--- src/rtl/tgad_pkg.sv ---
// Package for the TGA image decoder: codes, phase and state types,
// header summary struct and a small color helper.
// No dependencies.
package tgad_pkg;

    localparam int DEF_MAX_WIDTH       = 4096;
    localparam int DEF_MAX_HEIGHT      = 4096;
    localparam int DEF_PALETTE_ENTRIES = 256;
    localparam int DEF_MIN_WIDTH       = 4;

    localparam int          HDR_LEN      = 18;
    localparam logic [7:0]  RUN_BIAS     = 8'd127;
    localparam logic [7:0]  ALPHA_OPAQUE = 8'hFF;
    localparam logic [7:0]  DEPTH_24     = 8'd24;
    localparam logic [7:0]  DEPTH_32     = 8'd32;
    localparam logic [7:0]  DEPTH_8      = 8'd8;

    localparam logic [7:0]  TYPE_MAPPED     = 8'd1;
    localparam logic [7:0]  TYPE_TRUE       = 8'd2;
    localparam logic [7:0]  TYPE_MAPPED_RLE = 8'd9;
    localparam logic [7:0]  TYPE_TRUE_RLE   = 8'd10;

    typedef enum logic [2:0] {
        ERR_OK      = 3'd0,
        ERR_TYPE    = 3'd1,
        ERR_HEADER  = 3'd2,
        ERR_PALETTE = 3'd3,
        ERR_SIZE    = 3'd4,
        ERR_TRUNC   = 3'd5
    } err_t;

    typedef enum logic [2:0] {
        PH_IDLE    = 3'd0,
        PH_HEADER  = 3'd1,
        PH_IDSKIP  = 3'd2,
        PH_PALETTE = 3'd3,
        PH_PKTHDR  = 3'd4,
        PH_PIXEL   = 3'd5,
        PH_STOP    = 3'd6
    } phase_t;

    typedef enum logic [1:0] {
        ST_TAKE = 2'd0,
        ST_PAL  = 2'd1,
        ST_EMIT = 2'd2
    } state_t;

    typedef struct packed {
        logic        mapped;
        logic        rle;
        logic        map32;
        logic        pix32;
        logic        flip;
        logic [7:0]  id_len;
        logic [7:0]  map_len;
        logic [15:0] width;
        logic [15:0] height;
        logic [23:0] base_start;
        err_t        err;
    } hdr_info_t;

    // Gathered BGR(A) bytes to ARGB; 24-bit colors are opaque.
    function automatic logic [31:0] to_argb(input logic [31:0] acc, input logic is32);
        to_argb = is32 ? acc : {ALPHA_OPAQUE, acc[23:0]};
    endfunction

endpackage

--- src/rtl/tgad_header.sv ---
// Header capture and checking for the TGA image decoder; also precomputes
// the frame address of the first row. Depends on tgad_pkg.
module tgad_header
    import tgad_pkg::*;
#(
    parameter int MAX_WIDTH       = DEF_MAX_WIDTH,
    parameter int MAX_HEIGHT      = DEF_MAX_HEIGHT,
    parameter int PALETTE_ENTRIES = DEF_PALETTE_ENTRIES,
    parameter int MIN_WIDTH       = DEF_MIN_WIDTH
) (
    input  logic       clk,
    input  logic       wr_en,
    input  logic [4:0] wr_idx,
    input  logic [7:0] wr_data,
    output hdr_info_t  info
);

    logic [7:0]  hdr_reg [HDR_LEN];
    logic [23:0] base_reg;
    logic [15:0] w16;
    logic [15:0] h16;
    logic [7:0]  itype;
    logic        is_tc;
    logic        bad_map;
    logic        bad_tc;
    logic        bad_size;
    logic [31:0] prod;

    always_ff @(posedge clk)
    begin
        if (wr_en)
        begin
            hdr_reg[wr_idx] <= wr_data;
        end
        base_reg <= prod[23:0];
    end

    assign w16   = {hdr_reg[13], hdr_reg[12]};
    assign h16   = {hdr_reg[15], hdr_reg[14]};
    assign itype = hdr_reg[2];
    assign is_tc = (itype == TYPE_TRUE) || (itype == TYPE_TRUE_RLE);
    // First row lands at the bottom of the frame when the image is stored bottom-up.
    assign prod  = (h16 - 16'd1) * w16;

    always_comb
    begin
        info.mapped     = (itype == TYPE_MAPPED) || (itype == TYPE_MAPPED_RLE);
        info.rle        = (itype == TYPE_MAPPED_RLE) || (itype == TYPE_TRUE_RLE);
        info.map32      = (hdr_reg[7] == DEPTH_32);
        info.pix32      = (hdr_reg[16] == DEPTH_32);
        info.flip       = ({hdr_reg[11], hdr_reg[10]} == 16'd0);
        info.id_len     = hdr_reg[0];
        info.map_len    = hdr_reg[5];
        info.width      = w16;
        info.height     = h16;
        info.base_start = info.flip ? base_reg : 24'd0;

        bad_map = (hdr_reg[1] != 8'd1) || (hdr_reg[3] != 8'd0) || (hdr_reg[4] != 8'd0)
               || (hdr_reg[6] != 8'd0)
               || ((hdr_reg[7] != DEPTH_24) && (hdr_reg[7] != DEPTH_32))
               || (hdr_reg[16] != DEPTH_8)
               || ({1'b0, hdr_reg[5]} > 9'(PALETTE_ENTRIES));
        bad_tc  = (hdr_reg[1] != 8'd0) || (hdr_reg[5] != 8'd0) || (hdr_reg[6] != 8'd0)
               || ((hdr_reg[16] != DEPTH_24) && (hdr_reg[16] != DEPTH_32));
        bad_size = ({1'b0, w16} < 17'(MIN_WIDTH)) || ({1'b0, w16} > 17'(MAX_WIDTH))
                || (h16 == 16'd0) || ({1'b0, h16} > 17'(MAX_HEIGHT));

        if (info.mapped)
        begin
            info.err = bad_map ? ERR_HEADER : (bad_size ? ERR_SIZE : ERR_OK);
        end
        else if (is_tc)
        begin
            info.err = bad_tc ? ERR_HEADER : (bad_size ? ERR_SIZE : ERR_OK);
        end
        else
        begin
            info.err = ERR_TYPE;
        end
    end

endmodule

--- config.mk ---
export PLATFORM = sky130hd
export DESIGN_NAME = tgad_header
export DESIGN_NICKNAME = d
export VERILOG_FILES = /design/src/rtl/tgad_pkg.sv /design/src/rtl/tgad_header.sv
export SDC_FILE = /design/constraint.sdc
export NUM_CORES = 1
export LEC_CHECK = 0
export ABC_AREA = 1
export ABC_CLOCK_PERIOD_IN_PS = 9300
export BUFFER_PORTS_ARGS = -buffer_cell sky130_fd_sc_hd__buf_2
export CORE_AREA = 3 3 151 168
export CTS_CLUSTER_SIZE = 24
export DETAILED_ROUTE_END_ITERATION = 10
export DIE_AREA = 0 0 154 171
export PLACE_DENSITY = 0.79
export SYNTH_ARGS = -nofsm -noshare
export SYNTH_HDL_FRONTEND = slang
export SYNTH_SLANG_ARGS = --single-unit
--- constraint.sdc ---
create_clock -name clk -period 9.3 [get_ports clk]
set_input_delay 1.86 -clock clk [delete_from_list [all_inputs] [get_ports clk]]
set_output_delay 1.86 -clock clk [all_outputs]
set_load 0.01 [all_outputs]
# Yosys cells after proc, flatten, opt, wreduce, memory -nomap -nowiden
# Memory sizes are Yosys's and may differ from the RTL's.
# Cells that the tools add are included.
[word_totals]
wordCells = 52
in_bits = 15
output_inout_bits = 80
n_memories = 1
mem_bits_rw = 144
regBits = 24
[memory_table]
columns = ["memory", "words", "word_bits", "read_ports", "rd_clocked_by_memory_dff", "wr", "line_no", "source"]
rows = [
  ["hdr_reg", 18, 8, 15, 0, 1, "tgad_header.sv:18", "logic [7:0] hdr_reg [HDR_LEN];"],
]
[op_classes]
add_sub_neg = 1
n_reduce_logical = 24
multipliers = 1
mux = 8
n_lt_le_gt_ge = 4
n_eq_ne = 12
[op_table]
columns = ["operator", "count"]
rows = [
  ["8-bit nonzero test", 5],
  ["16-bit by 13-bit greater-than comparator with 1-bit output, second input constant", 2],
  ["16-bit zero test", 2],
  ["17-bit by 17-bit multiplier with 24-bit output", 1],
  ["24-bit 2-to-1 mux", 1],
  ["16-bit by 1-bit subtractor with 17-bit output, second input constant", 1],
  ["8-bit by 4-bit == test with 1-bit output, second input constant", 2],
  ["8-bit by 6-bit == test with 1-bit output, second input constant", 2],
  ["16-bit by 3-bit less-than comparator with 1-bit output, second input constant", 1],
  ["8-bit by 5-bit inequality test with 1-bit output, second input constant", 2],
  ["8-bit by 6-bit inequality test with 1-bit output, second input constant", 2],
  ["1-bit logical OR", 15],
  ["3-bit 2-to-1 mux", 5],
  ["8-bit by 9-bit greater-than comparator with 1-bit output, second input constant", 1],
  ["8-bit by 1-bit == test with 1-bit output, second input constant", 1],
  ["8-bit by 2-bit == test with 1-bit output, second input constant", 1],
  ["8-bit by 1-bit inequality test with 1-bit output, second input constant", 1],
  ["8-bit by 4-bit inequality test with 1-bit output, second input constant", 1],
  ["1-bit logical AND", 2],
  ["1-bit 2-to-1 mux", 2],
]

# Depth between registers and ports, before layout
[depth]
ltp_word = 9
ltp_mapped = 34
ltp_nobuf = 34

# Least setup slack after synthesis
# No wires, ideal clock.
[synth_timing]
kind = "flip-flop to flip-flop"
startpoint = "mem hdr_reg[14][0]"
endpoint = "reg base_reg[23]"
setup_slack_ps = 3111
stages_incl_launch_ff = 30
n_path_buf = 0
setup_ps = 112
arrival_ps = 6077
period_less_slack_ps = 6189
t_required_ps = 9188
cell_sequence = "edfxtp_1 > inv_2 > ha_1 > nand2_4 > nor2_4 > nand4_1 > nor2_2 > nand3_2 > nor2_1 > fa_1 > inv_1 > fa_1 > inv_1 > fa_1 > fa_1 > fa_1 > inv_1 > fa_1 > inv_1 > ha_1 > nand2_1 > nor2_1 > nand2_1 > or2_2 > nand3_1 > nand3_1 > nand2_2 > inv_2 > nand2_1 > nand2_1"
[synth_lines]
columns = ["element", "line_no", "source"]
rows = [
  ["from (decl)", "tgad_header.sv:18", ""],
  ["to (signal assigned)", "tgad_header.sv:35", "base_reg <= prod[23:0];"],
  ["to (decl)", "tgad_header.sv:19", "logic [23:0] base_reg;"],
]

==> results_dict.tcl <==
set metrics [dict create \
    end_kind "flop" \
    drtIter0Drc 820 \
    numCtsBuffers 17 \
    clk_latency_ps 440 \
    maxCapViolCount 0 \
    vdd_drop_max_uv 160 \
    clock-sinks 144 \
    setup_tns_ps 0 \
    cts_resized 0 \
    tritoncts "done" \
    first_pass_iters 6 \
    n_antenna_cell 0 \
    antenna_found_initial 0 \
    ys_ff_latch 144 \
    cp-start-kind "flop" \
    dieArea_um2 26300 \
    synth_edf_count 120 \
    grt_start_max_net_pins 26 \
    synth_largest_area_cell "fa_1" \
    ant_nets 0 \
    hpwl_um 25500 \
    synth.top_cells.by_count "366 x inv_1, 221 x nand2_1, 189 x fa_1" \
    p_per_area_nw_per_um2 149 \
    netlist_area_um2 13000 \
    grt_util_all_layers_pct 26.3 \
    ios 95 \
    status "finished clean" \
    coreArea_um2 23700 \
    finalSetupViolCount 0 \
    globalplace.congestion 0.964 \
    slowest_stage "edfxtp_1" \
    reg2reg_slack_ps 2070 \
    largest_register_ffs 120 \
    areaGrowthSynthToFinish_pct 10.3 \
    ys.flop_type "edfxtp_1" \
    final_cell_area_um2 14400 \
    synth.distinct_cells 42 \
    cp.arrival_ps 7560 \
    start_util_pct 55.0 \
    cpPeakStageDelay_ps 600 \
    critPathKind "flop to flop" \
    overflow 0 \
    drive_above_1_share_pct 11.9 \
    vias_per_cell 5.37 \
    ctsHoldBuffers 0 \
    ys_async_sr_fraction_pct 0 \
    post_cts_buffers 0 \
    rsz0062_at_grt "false" \
    io_buffer_count 94 \
    cts_root_buf "clkbuf_16" \
    ys_seq_area_share_pct 31.4 \
    dr_total_vias 9673 \
    power_leakage_nw 7.09 \
    routed_wl_um 32900 \
    synth_warnings 0 \
    hold_viol_final 0 \
    period_needed_ps 7230 \
    drc_errors 0 \
    h-tree-depth 4 \
    clk_pin_slew_worst_paths_ps 70 \
    post-route-util_pct 60.6 \
    synth.avg_cell_area_um2 9.36 \
    tightest_slew_ps 902 \
    power.total_mw 2.14 \
    syn-num-nets 1663 \
    slew_headroom_pct 39.9 \
    finalMaxSlewViolations 0 \
    crit_fanout 14 \
    wl_per_cell_um 18.3 \
    clock_path_buffers 2 \
    synth_top_area_share_pct 29.1 \
    max_clock_freq_ghz 0.138 \
    row_count 59 \
    synthTopCellsByArea "fa_1 29%, edfxtp_1 28%, inv_1 11%, ha_1 6.4%, nand2_1 6.4%" \
    worst_hold_slack_ps 802 \
    grt_pass1_wl_um 53200 \
    period_share_pct 77.7 \
    hp-class "flop to flop" \
    grt_pass1_vias 10300 \
    synth_most_common_cell "inv_1" \
    finish.net_count 1755 \
    required_ps 9630 \
    dieWidth_um 154 \
    dpl-instance-area_um2 13800 \
    die_h_um 171 \
    skew_ps 11.2 \
    synthCells 1392 \
]
## cells in the final DEF, fill, tap and decap left out, drive strengths merged
cell type,count
inv,384
nand2,236
nor2,192
fa,189
edfxtp,120
buf,97
ha,67
nand3,30
nor4,24
dfxtp,24
a21oi,21
o21ai,20
clkbuf,17
xor2,17
nand4,12
clkinv,11
xnor2,9
nand3b,7
nor3,6
or2,2
a21o,2
o21bai,2
and3,1
o2111ai,1
nand2b,1
a221oi,1
o31a,1
a31oi,1
a2111oi,1
clkinvlp,1
## through the flow
stage	cells	worst slack, ps
floorplan	1392	3110
global placement	1770	2250
finish	1802	2070
detailed placement	1770	2190
global route	1802	1680
CTS	1802	2140
## cell type report
| type | instances | area (µm²) |
|---|---|---|
| inverters | 381 | 1430 |
| well taps | 305 | 382 |
| repair buffers | 97 | 493 |
| flip-flops and latches | 144 | 4080 |
| multi-input cells | 843 | 7410 |
| clock buffers | 17 | 425 |
| fillers | 1942 | 9330 |
| clock inverters | 15 | 140 |
## critical path, delay by kind of cell (launching register included)
kind / cells / cell delay (ps)
AOI/OAI and AO/OA: 1 / 150
adders and majority gates: 8 / 3530
buffers and inverters: 6 / 900
DFF: 1 / 600
and+or+nand+nor: 13 / 1950
## worst paths after layout
path,startpoint,to,cells after the start
hold reg to reg,hdr_reg[14][0]$_DFFE_PP_,base_reg[0]$_DFF_P_,1
setup reg to reg,hdr_reg[14][0]$_DFFE_PP_,base_reg[23]$_DFF_P_,28
setup / recovery,hdr_reg[14][0]$_DFFE_PP_,base_reg[23]$_DFF_P_,28
hold / removal,hdr_reg[14][0]$_DFFE_PP_,base_reg[0]$_DFF_P_,1
## routing by layer
layer	share of wire [%]	vias to the layer above	track usage, %
met5	0	-	0
met4	4.5	0	12.7
met3	9.5	119	5.14
met2	49	565	45.0
met1	37	4633	32.2
li1	-	4356	-
## cell families (layout without fill, tap and decap cells)
kind of cell | Yosys count | after routing | share of synthesized area [%]
buffers and inverters | 405 | 510 | 11.7
and+or+nand+nor | 511 | 511 | 17.4
adders and majority gates | 256 | 256 | 35.5
DFF | 144 | 144 | 31.4
AOI/OAI and AO/OA | 50 | 50 | 2.21
xor gates and xnor gates | 26 | 26 | 1.81
## report_power, final
part | internal (mW) | switching [mW]
registers | 0.755 | 0.0165
clock network | 0.355 | 0.319
logic | 0.272 | 0.421
No activity file was read; power rests on OpenSTA's default activity.
